## config.mk

```make
export PLATFORM = sky130hd
export DESIGN_NAME = stop_and_wait_arq
export DESIGN_NICKNAME = d
export VERILOG_FILES = /design/src/rtl/sawa_pkg.sv /design/src/rtl/sawa_front.sv /design/src/rtl/sawa_fifo.sv /design/src/rtl/sawa_back.sv /design/src/rtl/stop_and_wait_arq.sv
export SDC_FILE = /design/constraint.sdc
export NUM_CORES = 1
export LEC_CHECK = 0
export ABC_AREA = 1
export BUFFER_PORTS_ARGS = -buffer_cell sky130_fd_sc_hd__buf_2
export CORE_MARGIN = 3
export CORE_UTILIZATION = 30
export CTS_CLUSTER_DIAMETER = 150
export DETAILED_ROUTE_END_ITERATION = 10
export PLACE_DENSITY = 0.42
export SYNTH_ARGS = -nofsm -noshare
export SYNTH_HDL_FRONTEND = slang
export SYNTH_HIERARCHICAL = 1
export SYNTH_SLANG_ARGS = --single-unit
```

## constraint.sdc

```tcl
create_clock -name aclk -period 2.65 [get_ports aclk]
set_input_delay 0.265 -clock aclk [delete_from_list [all_inputs] [get_ports aclk]]
set_output_delay 0.265 -clock aclk [all_outputs]
set_load 0.02 [all_outputs]
```

## src/rtl/sawa_pkg.sv

```systemverilog
package sawa_pkg;

    localparam int QUEUE_DEPTH = 8;
    localparam int HANDLE_BITS = 16;
    localparam int QPTR_W      = (QUEUE_DEPTH > 1) ? $clog2(QUEUE_DEPTH) : 1;
    localparam int QCNT_W      = $clog2(QUEUE_DEPTH + 1);
    localparam int QSUM_W      = $clog2(2 * QUEUE_DEPTH);

    // Result queue between the protocol engine and the output stage
    localparam int CMDQ_DEPTH = 2;
    localparam int CMDQ_PTR_W = 1;
    localparam int CMDQ_CNT_W = 2;

    localparam logic [1:0] ACT_SEND    = 2'd0;
    localparam logic [1:0] ACT_FRAME   = 2'd1;
    localparam logic [1:0] ACT_TIMEOUT = 2'd2;

    localparam logic [1:0] TMR_NONE  = 2'd0;
    localparam logic [1:0] TMR_START = 2'd1;
    localparam logic [1:0] TMR_STOP  = 2'd2;

    localparam logic DEST_LOWER = 1'b0;
    localparam logic DEST_UPPER = 1'b1;

    // One queued event outcome. When two is set the entry stands for an ack
    // (handle zero, last clear) followed by an upward delivery of handle.
    typedef struct packed {
        logic                   two;
        logic                   dest;
        logic                   is_ack;
        logic                   seq;
        logic [HANDLE_BITS-1:0] handle;
        logic [1:0]             timer;
        logic                   ovf;
    } res_entry_t;

endpackage

```

## src/rtl/sawa_front.sv

```systemverilog
module sawa_front (
    input  logic                            aclk,
    input  logic                            aresetn,
    input  logic                            s_valid,
    output logic                            s_ready,
    input  logic [1:0]                      s_action,
    input  logic                            s_frame_is_ack,
    input  logic                            s_frame_seq,
    input  logic [sawa_pkg::HANDLE_BITS-1:0] s_frame_handle,
    output logic                            q_valid,
    input  logic                            q_ready,
    output sawa_pkg::res_entry_t            q_data
);
    import sawa_pkg::*;

    logic              tx_bit_reg, tx_bit_next;
    logic              rx_bit_reg, rx_bit_next;
    logic              waiting_reg, waiting_next;
    logic [QPTR_W-1:0] head_reg, head_next;
    logic [QCNT_W-1:0] count_reg, count_next;

    logic [HANDLE_BITS-1:0] hq_mem [QUEUE_DEPTH];

    logic              accept;
    logic [QSUM_W-1:0] tail_sum;
    logic [QSUM_W-1:0] head_sum;
    logic [QPTR_W-1:0] tail_idx;
    logic [QPTR_W-1:0] head_inc;
    logic [QPTR_W-1:0] rd_idx;
    logic [HANDLE_BITS-1:0] rd_handle;
    logic              push_ok;
    logic              wr_en;
    logic              ack_match;
    logic              emit;
    res_entry_t        entry;

    assign s_ready = q_ready;
    assign accept  = s_valid && s_ready;
    assign push_ok = count_reg < QCNT_W'(QUEUE_DEPTH);

    always_comb begin
        tail_sum = QSUM_W'(head_reg) + QSUM_W'(count_reg);
        if (tail_sum >= QSUM_W'(QUEUE_DEPTH)) begin
            tail_sum = tail_sum - QSUM_W'(QUEUE_DEPTH);
        end
        head_sum = QSUM_W'(head_reg) + QSUM_W'(1);
        if (head_sum >= QSUM_W'(QUEUE_DEPTH)) begin
            head_sum = head_sum - QSUM_W'(QUEUE_DEPTH);
        end
    end

    assign tail_idx  = tail_sum[QPTR_W-1:0];
    assign head_inc  = head_sum[QPTR_W-1:0];
    assign ack_match = waiting_reg && (s_frame_seq == tx_bit_reg) && (count_reg != '0);

    // An ack moves on to the next frame, so read the entry behind the head
    assign rd_idx    = (s_action == ACT_FRAME) ? head_inc : head_reg;
    assign rd_handle = hq_mem[rd_idx];

    always_comb begin
        tx_bit_next  = tx_bit_reg;
        rx_bit_next  = rx_bit_reg;
        waiting_next = waiting_reg;
        head_next    = head_reg;
        count_next   = count_reg;
        wr_en        = 1'b0;
        emit         = 1'b0;
        entry        = '0;
        if (accept) begin
            unique case (s_action)
                ACT_SEND: begin
                    if (!push_ok) begin
                        emit      = 1'b1;
                        entry.ovf = 1'b1;
                    end else begin
                        wr_en      = 1'b1;
                        count_next = count_reg + QCNT_W'(1);
                        if (!waiting_reg) begin
                            waiting_next = 1'b1;
                            emit         = 1'b1;
                            entry.dest   = DEST_LOWER;
                            entry.seq    = tx_bit_reg;
                            entry.handle = s_frame_handle;
                            entry.timer  = TMR_START;
                        end
                    end
                end
                ACT_FRAME: begin
                    if (s_frame_is_ack) begin
                        if (ack_match) begin
                            head_next   = head_inc;
                            count_next  = count_reg - QCNT_W'(1);
                            tx_bit_next = ~tx_bit_reg;
                            emit        = 1'b1;
                            if (count_reg == QCNT_W'(1)) begin
                                waiting_next = 1'b0;
                                entry.timer  = TMR_STOP;
                            end else begin
                                entry.seq    = ~tx_bit_reg;
                                entry.handle = rd_handle;
                                entry.timer  = TMR_START;
                            end
                        end
                    end else if (s_frame_seq == rx_bit_reg) begin
                        // ack now, then hand the frame up
                        emit         = 1'b1;
                        entry.two    = 1'b1;
                        entry.is_ack = 1'b1;
                        entry.seq    = rx_bit_reg;
                        entry.handle = s_frame_handle;
                        rx_bit_next  = ~rx_bit_reg;
                    end else begin
                        // duplicate: re-ack the previous bit only
                        emit         = 1'b1;
                        entry.is_ack = 1'b1;
                        entry.seq    = ~rx_bit_reg;
                    end
                end
                ACT_TIMEOUT: begin
                    if (waiting_reg && (count_reg != '0)) begin
                        emit         = 1'b1;
                        entry.seq    = tx_bit_reg;
                        entry.handle = rd_handle;
                        entry.timer  = TMR_START;
                    end
                end
                default: begin
                    emit = 1'b0;
                end
            endcase
        end
    end

    assign q_valid = emit;
    assign q_data  = entry;

    always_ff @(posedge aclk) begin
        if (wr_en) begin
            hq_mem[tail_idx] <= s_frame_handle;
        end
    end

    always_ff @(posedge aclk) begin
        if (!aresetn) begin
            tx_bit_reg  <= 1'b0;
            rx_bit_reg  <= 1'b0;
            waiting_reg <= 1'b0;
            head_reg    <= '0;
            count_reg   <= '0;
        end else begin
            tx_bit_reg  <= tx_bit_next;
            rx_bit_reg  <= rx_bit_next;
            waiting_reg <= waiting_next;
            head_reg    <= head_next;
            count_reg   <= count_next;
        end
    end

endmodule

```

## src/rtl/sawa_fifo.sv

```systemverilog
module sawa_fifo (
    input  logic                 aclk,
    input  logic                 aresetn,
    input  logic                 in_valid,
    output logic                 in_ready,
    input  sawa_pkg::res_entry_t in_data,
    output logic                 out_valid,
    input  logic                 out_ready,
    output sawa_pkg::res_entry_t out_data
);
    import sawa_pkg::*;

    res_entry_t            slot_mem [CMDQ_DEPTH];
    logic [CMDQ_PTR_W-1:0] wr_ptr_reg, wr_ptr_next;
    logic [CMDQ_PTR_W-1:0] rd_ptr_reg, rd_ptr_next;
    logic [CMDQ_CNT_W-1:0] count_reg, count_next;
    logic                  push;
    logic                  pop;

    assign in_ready  = count_reg < CMDQ_CNT_W'(CMDQ_DEPTH);
    assign out_valid = count_reg != '0;
    assign out_data  = slot_mem[rd_ptr_reg];
    assign push      = in_valid && in_ready;
    assign pop       = out_valid && out_ready;

    always_comb begin
        wr_ptr_next = wr_ptr_reg;
        rd_ptr_next = rd_ptr_reg;
        count_next  = count_reg;
        if (push) begin
            wr_ptr_next = (wr_ptr_reg == CMDQ_PTR_W'(CMDQ_DEPTH - 1)) ?
                          '0 : wr_ptr_reg + CMDQ_PTR_W'(1);
        end
        if (pop) begin
            rd_ptr_next = (rd_ptr_reg == CMDQ_PTR_W'(CMDQ_DEPTH - 1)) ?
                          '0 : rd_ptr_reg + CMDQ_PTR_W'(1);
        end
        if (push && !pop) begin
            count_next = count_reg + CMDQ_CNT_W'(1);
        end else if (pop && !push) begin
            count_next = count_reg - CMDQ_CNT_W'(1);
        end
    end

    always_ff @(posedge aclk) begin
        if (push) begin
            slot_mem[wr_ptr_reg] <= in_data;
        end
    end

    always_ff @(posedge aclk) begin
        if (!aresetn) begin
            wr_ptr_reg <= '0;
            rd_ptr_reg <= '0;
            count_reg  <= '0;
        end else begin
            wr_ptr_reg <= wr_ptr_next;
            rd_ptr_reg <= rd_ptr_next;
            count_reg  <= count_next;
        end
    end

endmodule

```

## src/rtl/sawa_back.sv

```systemverilog
module sawa_back (
    input  logic                             aclk,
    input  logic                             aresetn,
    input  logic                             q_valid,
    output logic                             q_ready,
    input  sawa_pkg::res_entry_t             q_data,
    output logic                             m_valid,
    input  logic                             m_ready,
    output logic                             m_destination,
    output logic                             m_out_is_ack,
    output logic                             m_out_seq,
    output logic [sawa_pkg::HANDLE_BITS-1:0] m_out_handle,
    output logic [1:0]                       m_timer_cmd,
    output logic                             m_queue_overflow,
    output logic                             m_last
);
    import sawa_pkg::*;

    logic                   valid_reg, valid_next;
    logic                   dest_reg, dest_next;
    logic                   is_ack_reg, is_ack_next;
    logic                   seq_reg, seq_next;
    logic [HANDLE_BITS-1:0] handle_reg, handle_next;
    logic [1:0]             timer_reg, timer_next;
    logic                   ovf_reg, ovf_next;
    logic                   last_reg, last_next;
    logic                   dlv_pend_reg, dlv_pend_next;
    logic                   dlv_seq_reg, dlv_seq_next;
    logic [HANDLE_BITS-1:0] dlv_handle_reg, dlv_handle_next;
    logic                   load_ok;

    assign load_ok = !valid_reg || m_ready;
    assign q_ready = load_ok && !dlv_pend_reg;

    always_comb begin
        valid_next      = valid_reg;
        dest_next       = dest_reg;
        is_ack_next     = is_ack_reg;
        seq_next        = seq_reg;
        handle_next     = handle_reg;
        timer_next      = timer_reg;
        ovf_next        = ovf_reg;
        last_next       = last_reg;
        dlv_pend_next   = dlv_pend_reg;
        dlv_seq_next    = dlv_seq_reg;
        dlv_handle_next = dlv_handle_reg;
        if (load_ok) begin
            if (dlv_pend_reg) begin
                // second beat of a two-result event: upward delivery
                valid_next    = 1'b1;
                dest_next     = DEST_UPPER;
                is_ack_next   = 1'b0;
                seq_next      = dlv_seq_reg;
                handle_next   = dlv_handle_reg;
                timer_next    = TMR_NONE;
                ovf_next      = 1'b0;
                last_next     = 1'b1;
                dlv_pend_next = 1'b0;
            end else if (q_valid) begin
                valid_next  = 1'b1;
                dest_next   = q_data.dest;
                is_ack_next = q_data.is_ack;
                seq_next    = q_data.seq;
                handle_next = q_data.two ? '0 : q_data.handle;
                timer_next  = q_data.timer;
                ovf_next    = q_data.ovf;
                last_next   = !q_data.two;
                if (q_data.two) begin
                    dlv_pend_next   = 1'b1;
                    dlv_seq_next    = q_data.seq;
                    dlv_handle_next = q_data.handle;
                end
            end else begin
                valid_next = 1'b0;
            end
        end
    end

    always_ff @(posedge aclk) begin
        dest_reg       <= dest_next;
        is_ack_reg     <= is_ack_next;
        seq_reg        <= seq_next;
        handle_reg     <= handle_next;
        timer_reg      <= timer_next;
        ovf_reg        <= ovf_next;
        last_reg       <= last_next;
        dlv_seq_reg    <= dlv_seq_next;
        dlv_handle_reg <= dlv_handle_next;
    end

    always_ff @(posedge aclk) begin
        if (!aresetn) begin
            valid_reg    <= 1'b0;
            dlv_pend_reg <= 1'b0;
        end else begin
            valid_reg    <= valid_next;
            dlv_pend_reg <= dlv_pend_next;
        end
    end

    assign m_valid          = valid_reg;
    assign m_destination    = dest_reg;
    assign m_out_is_ack     = is_ack_reg;
    assign m_out_seq        = seq_reg;
    assign m_out_handle     = handle_reg;
    assign m_timer_cmd      = timer_reg;
    assign m_queue_overflow = ovf_reg;
    assign m_last           = last_reg;

endmodule

```

## src/rtl/stop_and_wait_arq.sv

```systemverilog
// Alternating-bit stop-and-wait ARQ engine.
// Input channel (s_*): one event per beat. s_action selects a send request
// (s_frame_handle is queued), a frame from the link (s_frame_is_ack,
// s_frame_seq, s_frame_handle), or a retransmit timeout.
// Result channel (m_*): zero, one or two beats per event; m_last marks the
// final beat. A data frame with the expected bit gives an ack beat followed
// by an upward delivery beat. m_timer_cmd tells the external timer to start
// or stop.
// The first result beat of an event is registered in the result queue and
// then in the output register. One event is accepted per cycle while s_ready
// is high; the sustained rate is set by the single result port, so in-order
// data frames, which give two result beats, are slower than other events.
// A two-entry result queue sits between the protocol engine and the output
// register; when m_ready is held low that queue fills and s_ready drops,
// with no event or result lost.
// Reset (aresetn low, synchronous) clears both sequence bits, the waiting
// flag, the pending frame count and all valid flags. The handle store itself
// is not cleared.
module stop_and_wait_arq (
    input  logic                             aclk,
    input  logic                             aresetn,
    input  logic                             s_valid,
    output logic                             s_ready,
    input  logic [1:0]                       s_action,
    input  logic                             s_frame_is_ack,
    input  logic                             s_frame_seq,
    input  logic [sawa_pkg::HANDLE_BITS-1:0] s_frame_handle,
    output logic                             m_valid,
    input  logic                             m_ready,
    output logic                             m_destination,
    output logic                             m_out_is_ack,
    output logic                             m_out_seq,
    output logic [sawa_pkg::HANDLE_BITS-1:0] m_out_handle,
    output logic [1:0]                       m_timer_cmd,
    output logic                             m_queue_overflow,
    output logic                             m_last
);
    import sawa_pkg::*;

    logic       fq_valid, fq_ready;
    res_entry_t fq_data;
    logic       bq_valid, bq_ready;
    res_entry_t bq_data;

    sawa_front u_front (
        .aclk           (aclk),
        .aresetn        (aresetn),
        .s_valid        (s_valid),
        .s_ready        (s_ready),
        .s_action       (s_action),
        .s_frame_is_ack (s_frame_is_ack),
        .s_frame_seq    (s_frame_seq),
        .s_frame_handle (s_frame_handle),
        .q_valid        (fq_valid),
        .q_ready        (fq_ready),
        .q_data         (fq_data)
    );

    sawa_fifo u_fifo (
        .aclk      (aclk),
        .aresetn   (aresetn),
        .in_valid  (fq_valid),
        .in_ready  (fq_ready),
        .in_data   (fq_data),
        .out_valid (bq_valid),
        .out_ready (bq_ready),
        .out_data  (bq_data)
    );

    sawa_back u_back (
        .aclk             (aclk),
        .aresetn          (aresetn),
        .q_valid          (bq_valid),
        .q_ready          (bq_ready),
        .q_data           (bq_data),
        .m_valid          (m_valid),
        .m_ready          (m_ready),
        .m_destination    (m_destination),
        .m_out_is_ack     (m_out_is_ack),
        .m_out_seq        (m_out_seq),
        .m_out_handle     (m_out_handle),
        .m_timer_cmd      (m_timer_cmd),
        .m_queue_overflow (m_queue_overflow),
        .m_last           (m_last)
    );

    // an ack beat that is not last is followed at once by its delivery beat
    a_dlv_follows: assert property (@(posedge aclk) disable iff (!aresetn)
        (m_valid && m_ready && !m_last) |=> (m_valid && m_destination && !m_out_is_ack))
        else $error("delivery beat missing after ack");

    a_ack_no_handle: assert property (@(posedge aclk) disable iff (!aresetn)
        (m_valid && m_out_is_ack) |-> (m_out_handle == '0 && m_timer_cmd == TMR_NONE))
        else $error("ack beat carries handle or timer command");

    a_ovf_alone: assert property (@(posedge aclk) disable iff (!aresetn)
        (m_valid && m_queue_overflow) |-> (m_last && m_timer_cmd == TMR_NONE &&
                                          m_out_handle == '0))
        else $error("overflow beat carries other fields");

    a_upper_last: assert property (@(posedge aclk) disable iff (!aresetn)
        (m_valid && m_destination) |-> m_last)
        else $error("delivery beat not last");

endmodule

```

== After elaboration in Yosys (flattened, before gate mapping) ==
Memories as Yosys holds them, arrays and structs flattened. A register that Yosys moved wholly into a read port is not among the register bits.
Index checks and enable logic that the tools add are counted.

* Bits of input ports: 24
* Bits in latches: 0
* Memories kept: 2
* Bits in writable memories: 174
* Flip-flop bits (word level): 56
* ROM bits: 0
* Output and inout port bits: 25

{| class="wikitable"
|+ Memory list
! name !! words !! bits a word !! rd ports !! clocked after Yosys merged registers in !! write ports !! RTL line !! RTL
|-
| u_front.hq_mem || 8 || 16 || 1 || 0 || 1 || sawa_front.sv:22 || <nowiki>logic [HANDLE_BITS-1:0] hq_mem [QUEUE_DEPTH];</nowiki>
|-
| u_fifo.slot_mem || 2 || 23 || 1 || 1 || 1 || sawa_fifo.sv:13 || <nowiki>res_entry_t slot_mem [CMDQ_DEPTH];</nowiki>
|}

* Eq/ne operators: 9
* Shift operators: 0
* Reductions and logical operators: 27
* Order comparisons: 4
* Multipliers: 0
* Bitwise operators: 4
* Add/sub/neg operators: 10
* Multiplexer cells: 66
* Div/mod/pow operators: 0

{| class="wikitable"
|+ Operators with widths
! operator !! count
|-
| $mux W19 || 4
|-
| $mux W16 || 4
|-
| $pmux W19 S3 || 1
|-
| $mux W1 || 40
|-
| $mux W17 || 2
|-
| $mux W23 || 1
|-
| $mux W4 || 3
|-
| $reduce_and A4 Y1 || 3
|-
| $mux W2 || 5
|-
| $logic_and A1 B1 Y1 || 9
|-
| $mux W3 || 3
|-
| $ge A4 B4 Y1 const B || 2
|-
| $pmux W4 S2 || 1
|-
| $reduce_bool A2 Y1 || 4
|-
| $reduce_and A6 Y1 || 1
|-
| $sub A3 B1 Y3 const B || 2
|-
| $logic_not A1 Y1 || 5
|-
| $reduce_and A5 Y1 || 1
|-
| $add A3 B1 Y4 const B || 1
|-
| $add A3 B4 Y4 || 1
|-
| $add A4 B1 Y4 const B || 1
|-
| $eq A4 B1 Y1 const B || 1
|-
| $lt A4 B4 Y1 const B || 1
|-
| $ne A2 B1 Y1 const B || 2
|-
| 16 further kinds || 22
|}

== Logic depth before layout (Yosys ltp) ==
Gate-level depths: netlist (run 1).

* Depth after elaboration: 12
* Mapped depth: 16
* Depth with buffers taken out: 16

== Hierarchy ==
The synthesis (run 1) kept the hierarchy.

{| class="wikitable"
|+ Modules (own cells, without submodules)
! module !! times used !! area each (µm²) !! cells an instance
|-
| sawa_front || 1 || 6767.7 || 709
|-
| sawa_fifo || 1 || 1896.8 || 106
|-
| sawa_back || 1 || 1642.8 || 125
|}

== Worst setup path after synthesis (run 1) ==
Ideal clock, no wire load.

* Path type: register -> register
* Start: reg u_front.count_reg[0]
* End: mem u_fifo/slot_mem[0][0] (netlist bit) (enable)
* Setup slack: -0.074 ns
* Clock period less this slack: 2.724 ns
* Cell stages (with the launch flop): 10
* Data required time: 2.247 ns
* Arrival time: 2.321 ns
* Setup time: 0.403 ns
* Path through: dfxtp_1 inv_1 ha_1 nand3_1 nand2_1 nor2_2 inv_1 a41oi_1 nand2_1 nor2_1

* Cells in the longest elaborated chain, start to end: 9

{| class="wikitable"
|+ RTL lines
! element !! RTL line !! RTL
|-
| from (decl) || sawa_front.sv:20 || <nowiki>logic [QCNT_W-1:0] count_reg, count_next;</nowiki>
|-
| from (signal assigned) || sawa_front.sv:155 || <nowiki>count_reg <= count_next;</nowiki>
|-
| branches (longest 4 deep; another with $lt A4 B4 Y1) || - ||
|-
| $pmux W1 S3 (*) || sawa_front.sv:70 || <nowiki>unique case (s_action)</nowiki>
|-
| $mux W1 (*) || sawa_front.sv:69 || <nowiki>if (accept) begin</nowiki>
|-
| via fq_valid || stop_and_wait_arq.sv:40 || <nowiki>logic fq_valid, fq_ready;</nowiki>
|-
| $logic_and A1 B1 Y1 (*) || sawa_fifo.sv:23 || <nowiki>assign push = in_valid && in_ready;</nowiki>
|-
| $mux W1 (*) || sawa_fifo.sv:46 || <nowiki>if (push) begin</nowiki>
|-
| $mux W1 (implied by the code) (*) || sawa_fifo.sv:47 || <nowiki>slot_mem[wr_ptr_reg] <= in_data;</nowiki>
|-
| to (decl) || sawa_fifo.sv:13 ||
|}

Mark *: on every way through the listed nets, which the timed path passes.

== Worst setup path after layout (run 1) ==
* Start: reg u_front.count_reg[0]
* End: reg u_fifo.count_reg[1]

* Cells in the longest elaborated chain, start to end: 10

{| class="wikitable"
|+ RTL lines
! element !! RTL line !! RTL
|-
| branches (longest 4 deep; another with $lt A4 B4 Y1) || - ||
|-
| $pmux W1 S3 (*) || sawa_front.sv:70 ||
|-
| $mux W1 (*) || sawa_front.sv:69 ||
|-
| via fq_valid || stop_and_wait_arq.sv:40 ||
|-
| $logic_and A1 B1 Y1 (*) || sawa_fifo.sv:23 ||
|-
| via u_fifo.push || sawa_fifo.sv:17 || <nowiki>logic push;</nowiki>
|-
| $logic_not A1 Y1 || sawa_fifo.sv:40 || <nowiki>end else if (pop && !push) begin</nowiki>
|-
| $logic_and A1 B1 Y1 || sawa_fifo.sv:40 ||
|-
| $reduce_bool A2 Y1 (no line) || - ||
|-
| to (signal assigned) || sawa_fifo.sv:59 || <nowiki>count_reg <= count_next;</nowiki>
|-
| to (decl) || sawa_fifo.sv:16 || <nowiki>logic [CMDQ_CNT_W-1:0] count_reg, count_next;</nowiki>
|}

Marks and branches as above.
A chain may end at the register's enable or synchronous reset.

==> results of run 1 <==
[worst register-to-register path, stage by stage, from the launching register on]
cell and delay (ns):
dfxtp_1 0.42, inv_1 0.10, ha_1 0.23, nand3_1 0.12
nand2_1 0.08, nor2_2 0.14, inv_1 0.10, a41oi_1 0.21
nand2_1 0.17, inv_1 0.09, ha_1 0.25, inv_1 0.08
nand3_1 0.08, nand2_1 0.06, inv_1 0.04, nor2_1 0.08
[cells in the mapped netlist, drive strengths merged]
library cell,instances
o21ai,29
clkbuf,10
a21oi,29
nand2,153
edfxtp,214
o21a,1
ha,6
clkinv,1
a31oi,2
nand3,187
dfxtp,17
fa,1
buf,32
conb,1
inv,181
nand4,2
a41oi,1
or2,2
nor4,1
a211oi,2
nor2,33
nor3,3
xor2,5
mux2,23
xnor2,4
[cell type report]
cell class / instances / area (sq um) / area share
repair buffers: 78 / 543 / 0.0454
inverters: 182 / 683 / 0.0571
well taps: 448 / 561 / 0.0468
multi-input cells: 485 / 2590 / 0.217
flip-flops and latches: 231 / 6770 / 0.565
clock buffers: 30 / 687 / 0.0574
clock inverters: 17 / 136 / 0.0114
[cells by family (layout without fill, tap and decap cells)]
group / after synthesis / count (layout) / synth area share
adders and majority gates: 7 / 7 / 0.00923
buffers and inverters: 224 / 307 / 0.0929
and+or+nand+nor: 381 / 381 / 0.168
muxes: 23 / 23 / 0.0251
DFF: 231 / 231 / 0.656
AOI/OAI and AO/OA: 64 / 64 / 0.0404
xor gates and xnor gates: 9 / 9 / 0.00765
other: 1 / 1 / 0.000364
[routing by layer]
layer / share of wire / track usage / vias up
met4: 0.026 / 0.0361 / 0
met2: 0.45 / 0.207 / 115
met3: 0.044 / 0.0222 / 38
met1: 0.48 / 0.183 / 2934
met5: 0 / 0 / -
li1: - / - / 3263
[per-stage QoR]
step                      total power, mW  hold WS, ns  cell area [sq um]  TNS [ns]  std cells
after floorplan                      5.82        0.364              10300     -3.39        940
after global placement               6.30        0.478              11100         0       1423
after detailed placement             6.30        0.488              11100         0       1423
after CTS                            9.81       0.0178              12000         0       1471
after global routing                 10.1       0.0383              12000         0       1471
final                                9.64       0.0429              12000         0       1471
[cells in the final DEF (no fill, tap or decap), types with 5 or more instances in the layout]
master	Yosys	routed
clkinv_1	1	7
o21ai_2	13	13
buf_12	0	6
edfxtp_1	214	214
o21ai_0	14	14
nand2_2	6	6
inv_1	178	178
buf_4	6	23
dfxtp_1	17	17
nor2_1	30	28
clkinv_2	0	6
nand3_1	184	184
a21oi_1	28	27
mux2_2	23	23
xor2_1	5	5
buf_2	15	48
nand2_1	146	146
ha_1	6	6
clkbuf_16	0	27
[worst paths after layout]
kind         slack [ns]                              start                                 to
max reg2reg        0.36  u_front/count_reg[0]$_SDFFE_PN0P_   u_fifo/count_reg[1]$_SDFFE_PN0P_
max                0.36  u_front/count_reg[0]$_SDFFE_PN0P_   u_fifo/count_reg[1]$_SDFFE_PN0P_
min reg2reg        0.48  u_front/count_reg[3]$_SDFFE_PN0P_  u_front/count_reg[3]$_SDFFE_PN0P_
min                0.04                 s_frame_handle[10]    u_front/hq_mem[1][10]$_DFFE_PP_
[power by group through the flow]
stage / Combinational, mW / Sequential, mW / Clock, mW
detailed placement: 1.65 / 4.64 / 0
global placement: 1.65 / 4.64 / 0
CTS: 1.66 / 4.57 / 3.59
floorplan: 0.899 / 4.92 / 0
global route: 1.82 / 4.59 / 3.73
finish: 1.61 / 4.56 / 3.46
==> results.yml, run 1 <==
outcome:
  outcome: "finished, final reports clean"
pwr:
  p_clk_frac: 0.359
  leakagePower_nw: 4.77
  p_sw_frac: 0.268
  switching_power_mw: 2.58
  power_frac_comb: 0.167
  internal_power_mw: 7.05
  seqPwrFrac: 0.474
  p_per_area_mw_per_mm2: 805
  vdd_drop_max_uv: 458
cells_and_area:
  syn_to_final_growth_pct: 16.1
  largest_register_ffs: 128
  reg.largest.list: "u_front/hq_mem x128, u_fifo/slot_mem x46"
  nFillCells: 3412
  drive_gt1_frac: 0.170
  fin_nets: 1036
  fin_util: 0.355
  regMostFlops: "u_front/hq_mem"
  num_antenna_cells: 0
sta:
  tightestPinTransition_ns: 0.895
  setup_viol: 0
  rsz0062_at_grt: "no"
  fin_crit_ns: 2.29
  period_share: 0.863
  fmax_mhz: 437
  slew-limit-headroom: 0.403
  skew_ns: 0.0116
  finalHoldViolations: 0
  final_max_slew_viol_count: 0
  fin_ws_ns: 0.364
critical_path:
  path_delay_family: "simple AND/OR/NAND/NOR gates"
  critical_path_buf_inv_count: 5
  critPathLaunchType: "register"
  cp.arrival_ns: 2.75
  crit_chain: "inv_1 -> ha_1 -> nand3_1 -> nand2_1 -> nor2_2 -> inv_1 -> a41oi_1 -> nand2_1 -> inv_1 -> ha_1 -> inv_1 -> nand3_1 -> nand2_1 -> inv_1 -> nor2_1"
  cp-end-kind: "register"
  required_ns: 3.11
  cp.depth: 15
  r2r_cells: 15
  critPathSlowestCell: "dfxtp_1"
  critPathMaxStageDelay_ns: 0.42
  cp_max_fo: 6
  path_common_cell: "inv_1"
  crit_type: "reg -> reg"
clocking:
  root_buffer: "clkbuf_16"
  cts_sinks: 231
  htree_levels: 1
  cts_max_path_buffers: 3
  cts_resized: 0
  path_clk_slew_ns: 0.06
  clock_latency_ns: 0.52
  cts_hold_buf: 1
  cts_tree: "built"
  cts_made_buffers: 27
  postCtsSetupBuffers: 0
global_route:
  grt_pass1_wl_mm: 37.0
  antenna_found_initial: 0
  globalRouteOverflowTotal: 0
  grt_pass1_vias: 6184
  grt_max_degree: 49
  track_usage: 0.130
detailed_routing:
  routedWlPerCell_um: 16.0
  totalWireLength_mm: 23.5
  vias_per_cell: 4.32
  drt_first_iter_violations: 319
  first_pass_iters: 4
  dr_total_vias: 6350
  postRouteAntennaNets: 0
  drc: 0
synthesis:
  synth-seq-cells: 231
  post_synth.cell_area_avg_sq_um: 11.0
  netlist_instances: 940
  synth_area_leader_cell: "edfxtp_1"
  ys_types: 38
  syn-num-nets: 971
  synth_top_area_share: 0.623
  netlist_area_sq_mm: 0.0103
  seq_area_frac_synth: 0.656
  synth_area_leaders: "edfxtp_1 (62%), nand3_1 (8.9%), inv_1 (6.5%), nand2_1 (5.3%), dfxtp_1 (3.3%)"
  ys_warn_count: 6
worst_hold_path:
  holdPathStages: 1
  hold_path.class: "in -> reg"
place:
  gp_congestion: 0.747
  hpwl_mm: 14.5
  dpl_worst_slack_ns: 0.381
  io_buffers: 48
floorplanning:
  dieArea_sq_mm: 0.0366
  fp.dieW_um: 191
  die_y_um: 191
  std_cell_rows: 67
  core_area_sq_mm: 0.0337
  start_util: 0.306
  pin_count: 49
run:
  drv_cap: 0
Note: power is estimated with default switching activity, not from simulation.
==> run 2: changes to the inputs <==
--- a/config.mk
+++ b/config.mk
@@ -5,7 +5,7 @@
 export SDC_FILE = /design/constraint.sdc
 export NUM_CORES = 1
 export LEC_CHECK = 0
-export ABC_AREA = 1
+export ABC_AREA = 0
 export BUFFER_PORTS_ARGS = -buffer_cell sky130_fd_sc_hd__buf_2
 export CORE_MARGIN = 3
 export CORE_UTILIZATION = 30
==> results.yml, run 2 <==
global_route:
  antenna_found_initial: 0
  globalRouteOverflowTotal: 0
  grt_pass1_vias: 6235
  grt_max_degree: 55
  track_usage: 0.127
  grt_pass1_wl_mm: 36.3
critical_path:
  cp.arrival_ns: 2.85
  crit_type: "reg -> reg"
  critPathLaunchType: "register"
  cp-end-kind: "register"
  timing.rr.start: "u_front/count_reg[1]$_SDFFE_PN0P_"
  required_ns: 3.10
  rrSetupSlack_ns: 0.25
  cp_max_fo: 5
  r2r-end: "u_fifo/count_reg[1]$_SDFFE_PN0P_"
  r2r_cells: 12
sta:
  slew-limit-headroom: 0.603
  fin_crit_ns: 2.40
  setup_viol: 0
  finalSetupTns_ns: 0
  final_max_slew_viol_count: 0
  fmax_mhz: 417
  skew_ns: 0.00806
  rsz0062_at_grt: "no"
  period_share: 0.906
  finalHoldViolations: 0
  tightestPinTransition_ns: 0.596
detailed_routing:
  first_pass_iters: 5
  postRouteAntennaNets: 0
  totalWireLength_mm: 23.0
  drc: 0
  drt_first_iter_violations: 470
  routedWlPerCell_um: 18.6
  vias_per_cell: 4.98
  dr_total_vias: 6174
synthesis:
  ys_warn_count: 6
  synthTopCellsByCount: "edfxtp_1 (214), nand2_1 (64), a21oi_1 (52), a221oi_1 (32), nor2_1 (32)"
  synth_top_area_share: 0.646
  synth_area_leaders: "edfxtp_1 (65%), dfxtp_1 (3.4%), mux2_2 (2.8%), a221oi_1 (2.8%), a21oi_1 (2.6%)"
  synth-main-ff-cell: "edfxtp_1"
  synth-seq-cells: 231
  seq_area_frac_synth: 0.680
  synth_edf_count: 214
  ys_types: 68
  ys_async_sr_fraction: 0
  syn-num-nets: 745
  netlist_area_sq_mm: 0.00995
  synth_area_leader_cell: "edfxtp_1"
  yosysMostFrequentCell: "edfxtp_1"
  post_synth.cell_area_avg_sq_um: 13.9
  netlist_instances: 714
floorplanning:
  dieArea_sq_mm: 0.0354
  core_area_sq_mm: 0.0326
  std_cell_rows: 66
  die_y_um: 188
  pin_count: 49
  fp.dieW_um: 188
  start_util: 0.305
worst_hold_path:
  hp-start: "m_ready"
  holdPathStages: 3
  min_to: "u_back/dlv_pend_reg$_SDFFE_PN0N_"
  hold_path.class: "in -> reg"
clocking:
  htree_levels: 1
  cts_resized: 0
  cts_max_path_buffers: 3
  cts_made_buffers: 27
  cts_tree: "built"
  root_buffer: "clkbuf_16"
  postCtsSetupBuffers: 0
  path_clk_slew_ns: 0.06
  cts_sinks: 231
  clock_latency_ns: 0.51
  cts_hold_buf: 0
cells_and_area:
  largest_register_ffs: 128
  final_common_cell: "edfxtp_1"
  layout.cells.non_filler: 1240
  fin_area_sq_mm: 0.0117
  nFillCells: 3145
  fin_nets: 809
  syn_to_final_growth_pct: 17.1
  num_antenna_cells: 0
  layout_common_cells: "edfxtp_1 (214), nand2_1 (64), a21oi_1 (52)"
  regMostFlops: "u_front/hq_mem"
  drive_gt1_frac: 0.214
  reg.largest.list: "u_front/hq_mem x128, u_fifo/slot_mem x46"
place:
  io_buffers: 48
  dp.cells: 1191
  post_dp_cell_area_sq_mm: 0.0108
  gp_congestion: 0.781
  hpwl_mm: 15.4
run:
  drv_cap: 0
pwr:
  total_power_mw: 9.45
  p_per_area_mw_per_mm2: 811
  vdd_drop_max_uv: 457
  leakagePower_nw: 3.86
outcome:
  outcome: "finished, final reports clean"
[run 2: critical path, cell delays in order, from the launching register on]
cell,delay (ns)
dfxtp_1,0.41
inv_1,0.10
ha_1,0.20
inv_1,0.08
o21ai_1,0.10
nand2b_1,0.16
a21oi_1,0.16
nor2_1,0.06
nor2_1,0.09
nor2b_2,0.20
ha_1,0.28
or3_1,0.35
a21boi_1,0.13
[run 2: how the worst max path moves through the flow]
stage               depth (start not counted)                               end  slack (ns)                               from
floorplan                                   4    u_front/hq_mem[0][0]$_DFFE_PP_       -0.32  u_front/count_reg[0]$_SDFFE_PN0P_
global route                               12  u_fifo/count_reg[1]$_SDFFE_PN0P_        0.03  u_front/count_reg[1]$_SDFFE_PN0P_
CTS                                        12  u_fifo/count_reg[1]$_SDFFE_PN0P_        0.18  u_front/count_reg[0]$_SDFFE_PN0P_
finish                                     12  u_fifo/count_reg[1]$_SDFFE_PN0P_        0.25  u_front/count_reg[1]$_SDFFE_PN0P_
detailed placement                         12  u_fifo/count_reg[1]$_SDFFE_PN0P_        0.20  u_front/count_reg[0]$_SDFFE_PN0P_
global placement                           12  u_fifo/count_reg[1]$_SDFFE_PN0P_        0.22  u_front/count_reg[0]$_SDFFE_PN0P_
[run 2: cells by family after synthesis]
logic type,after synthesis,share of synthesized area
flip-flops,231,0.680
other,1,0.000377
XOR/XNOR,18,0.0192
buffers and inverters,55,0.0294
multiplexers,26,0.0293
AND/OR/NAND/NOR,156,0.0775
adder cells (fa/ha/maj),7,0.00956
AO/OA/AOI/OAI,220,0.154
[run 2: power by group]
group / internal [mW] / total, mW / switching (mW) / leakage, nW
Combinational: 0.544 / 1.45 / 0.906 / 1.36
Sequential: 4.43 / 4.54 / 0.103 / 2.10
Clock: 2.09 / 3.46 / 1.37 / 0.407
Total: 7.07 / 9.45 / 2.38 / 3.86
[run 2: layer usage]
| metal | vias up | wire, um | GRT usage |
|---|---|---|---|
| met4 | 0 | 434 | 0.0297 |
| met3 | 32 | 1350 | 0.0230 |
| met1 | 3021 | 11100 | 0.185 |
| li1 | 2933 | - | - |
| met5 | - | 0 | 0 |
| met2 | 188 | 10100 | 0.198 |
[run 2: cell type report]
cell class	instances	area (sq um)	share of cell area
Inverter	7	26.3	0.00225
Clock inverter	12	108	0.00923
Sequential cell	231	6770	0.581
Tap cell	442	553	0.0475
Multi-Input combinational cell	428	2920	0.251
Timing Repair Buffer	83	553	0.0475
Clock buffer	37	723	0.0621
[run 2: metrics by stage]
stage,hold WS [ns],setup slack [ns],utilization
after global placement,0.510,0.223,0.332
final,0.0576,0.250,0.357
after floorplan,0.364,-0.324,-
after detailed placement,0.510,0.197,0.332
after CTS,0.0305,0.182,0.357
after global routing,0.0457,0.0279,0.357
==> run 3: changes to the inputs <==
--- a/config.mk
+++ b/config.mk
@@ -11,7 +11,9 @@
 export CORE_UTILIZATION = 30
 export CTS_CLUSTER_DIAMETER = 150
 export DETAILED_ROUTE_END_ITERATION = 10
+export HOLD_SLACK_MARGIN = 0.1
 export PLACE_DENSITY = 0.42
+export SKIP_CTS_REPAIR_TIMING = 1
 export SYNTH_ARGS = -nofsm -noshare
 export SYNTH_HDL_FRONTEND = slang
 export SYNTH_HIERARCHICAL = 1
==> results.yml, run 3 (synthesized netlist as in run 2, its figures left out) <==
floorplanning:
  pin_count: 49
  start_util: 0.305
  dieArea_sq_mm: 0.0354
  core_area_sq_mm: 0.0326
  std_cell_rows: 66
  fp.dieW_um: 188
  die_y_um: 188
cells_and_area:
  num_antenna_cells: 0
  largest_register_ffs: 128
  final_common_cell: "edfxtp_1"
  nFillCells: 3136
  drive_gt1_frac: 0.210
  reg.largest.list: "u_front/hq_mem x128, u_fifo/slot_mem x46"
  layout_common_cells: "edfxtp_1 (214), nand2_1 (64), a21oi_1 (52)"
  syn_to_final_growth_pct: 18.9
  regMostFlops: "u_front/hq_mem"
  fin_nets: 826
  layout.cells.non_filler: 1257
detailed_routing:
  dr_total_vias: 6290
  postRouteAntennaNets: 0
  routedWlPerCell_um: 18.3
  vias_per_cell: 5.00
  first_pass_iters: 5
  drt_first_iter_violations: 500
  totalWireLength_mm: 23.1
  drc: 0
global_route:
  antenna_found_initial: 0
  grt_pass1_wl_mm: 36.3
  globalRouteOverflowTotal: 0
  use_met2: 0.198
  met3_usage: 0.0230
  track_usage: 0.127
  grt_busiest_layer: "met2"
  grt_pass1_vias: 6235
  grt_max_degree: 55
  grt_util_met1: 0.185
sta:
  setup_viol: 0
  tightestPinTransition_ns: 0.598
  slew-limit-headroom: 0.601
  fin_crit_ns: 2.40
  finalHoldViolations: 0
  fin_ws_ns: 0.249
  skew_ns: 0.00858
  whs_ns: 0.118
  period_share: 0.906
  rsz0062_at_grt: "no"
  finalSetupTns_ns: 0
  fmax_mhz: 416
  final_max_slew_viol_count: 0
clocking:
  cts_tree: "built"
  clock_latency_ns: 0.52
  root_buffer: "clkbuf_16"
  htree_levels: 1
  cts_sinks: 231
  path_clk_slew_ns: 0.06
  cts_max_path_buffers: 3
  cts_made_buffers: 27
critical_path:
  timing.rr.start: "u_front/count_reg[1]$_SDFFE_PN0P_"
  critPathSlowestCell: "dfxtp_1"
  crit_type: "reg -> reg"
  required_ns: 3.10
  critPathLaunchType: "register"
  critPathMaxStageDelay_ns: 0.41
  crit_chain: "inv_1 -> ha_1 -> inv_1 -> o21ai_1 -> nand2b_1 -> a21oi_1 -> nor2_1 -> nor2_1 -> nor2b_2 -> ha_1 -> or3_1 -> a21boi_1"
  cp_max_fo: 5
  cp-end-kind: "register"
  cp.arrival_ns: 2.85
  crit_start: "u_front/count_reg[1]$_SDFFE_PN0P_"
run:
  drv_cap: 0
pwr:
  power_frac_comb: 0.155
  total_power_mw: 9.46
  vdd_drop_max_uv: 462
  switching_power_mw: 2.38
  leakagePower_nw: 3.94
  p_clk_frac: 0.365
  p_sw_frac: 0.251
  p_per_area_mw_per_mm2: 800
  internal_power_mw: 7.09
  seqPwrFrac: 0.480
place:
  gp_congestion: 0.781
  io_buffers: 48
  hpwl_mm: 15.4
  dpl_worst_slack_ns: 0.197
  dp.cells: 1191
worst_hold_path:
  hold_path.class: "in -> reg"
  hp-start: "s_frame_handle[11]"
outcome:
  outcome: "finished, final reports clean"
[run 3: path summary, 6_finish.rpt]
| path | cells after the start | slack [ns] | to |
|---|---|---|---|
| hold / removal | 1 | 0.12 | u_front/hq_mem[0][11]$_DFFE_PP_ |
| hold reg to reg | 2 | 0.53 | u_back/m_out_handle[10]$_DFFE_PP_ |
| setup / recovery | 12 | 0.25 | u_fifo/count_reg[1]$_SDFFE_PN0P_ |
| setup reg to reg | 12 | 0.25 | u_fifo/count_reg[1]$_SDFFE_PN0P_ |
[run 3: final cells by class]
class	instances	area, sq um	area share
tap	442	553	0.0468
clock buffer	37	723	0.0612
sequential	231	6770	0.572
inverter	7	26.3	0.00222
timing repair buffer	100	723	0.0612
multi-input combinational	428	2920	0.247
clock inverter	12	108	0.00910
[run 3: worst max-delay path: cells and delay by family (launching register included)]
kind / cells / cell delay [ns]
simple gates: 5 / 0.86
buf+inv: 2 / 0.18
fa+ha+maj: 2 / 0.48
compound gates: 3 / 0.39
flops: 1 / 0.41
[run 3: layer usage]
| layer | part of all wire | routed length (um) | up-vias |
|---|---|---|---|
| met3 | 0.055 | 1270 | 30 |
| li1 | - | - | 2973 |
| met2 | 0.44 | 10200 | 175 |
| met4 | 0.019 | 427 | 0 |
| met1 | 0.49 | 11200 | 3112 |
| met5 | 0 | 0 | - |
[run 3: power groups by stage]
stage,logic [mW],registers (mW),clock network (mW)
floorplan,0.793,4.84,0
global placement,1.46,4.60,0
detailed placement,1.48,4.62,0
CTS,1.48,4.54,3.59
global route,1.62,4.57,3.74
finish,1.47,4.54,3.46
[run 3: stage by stage]
step           cell area, sq um   util
3_5_place_dp              10800  0.332
6_report                  11800  0.362
5_1_grt                   11800  0.362
2_1_floorplan              9960      -
3_3_place_gp              10800  0.332
4_1_cts                   11600  0.357
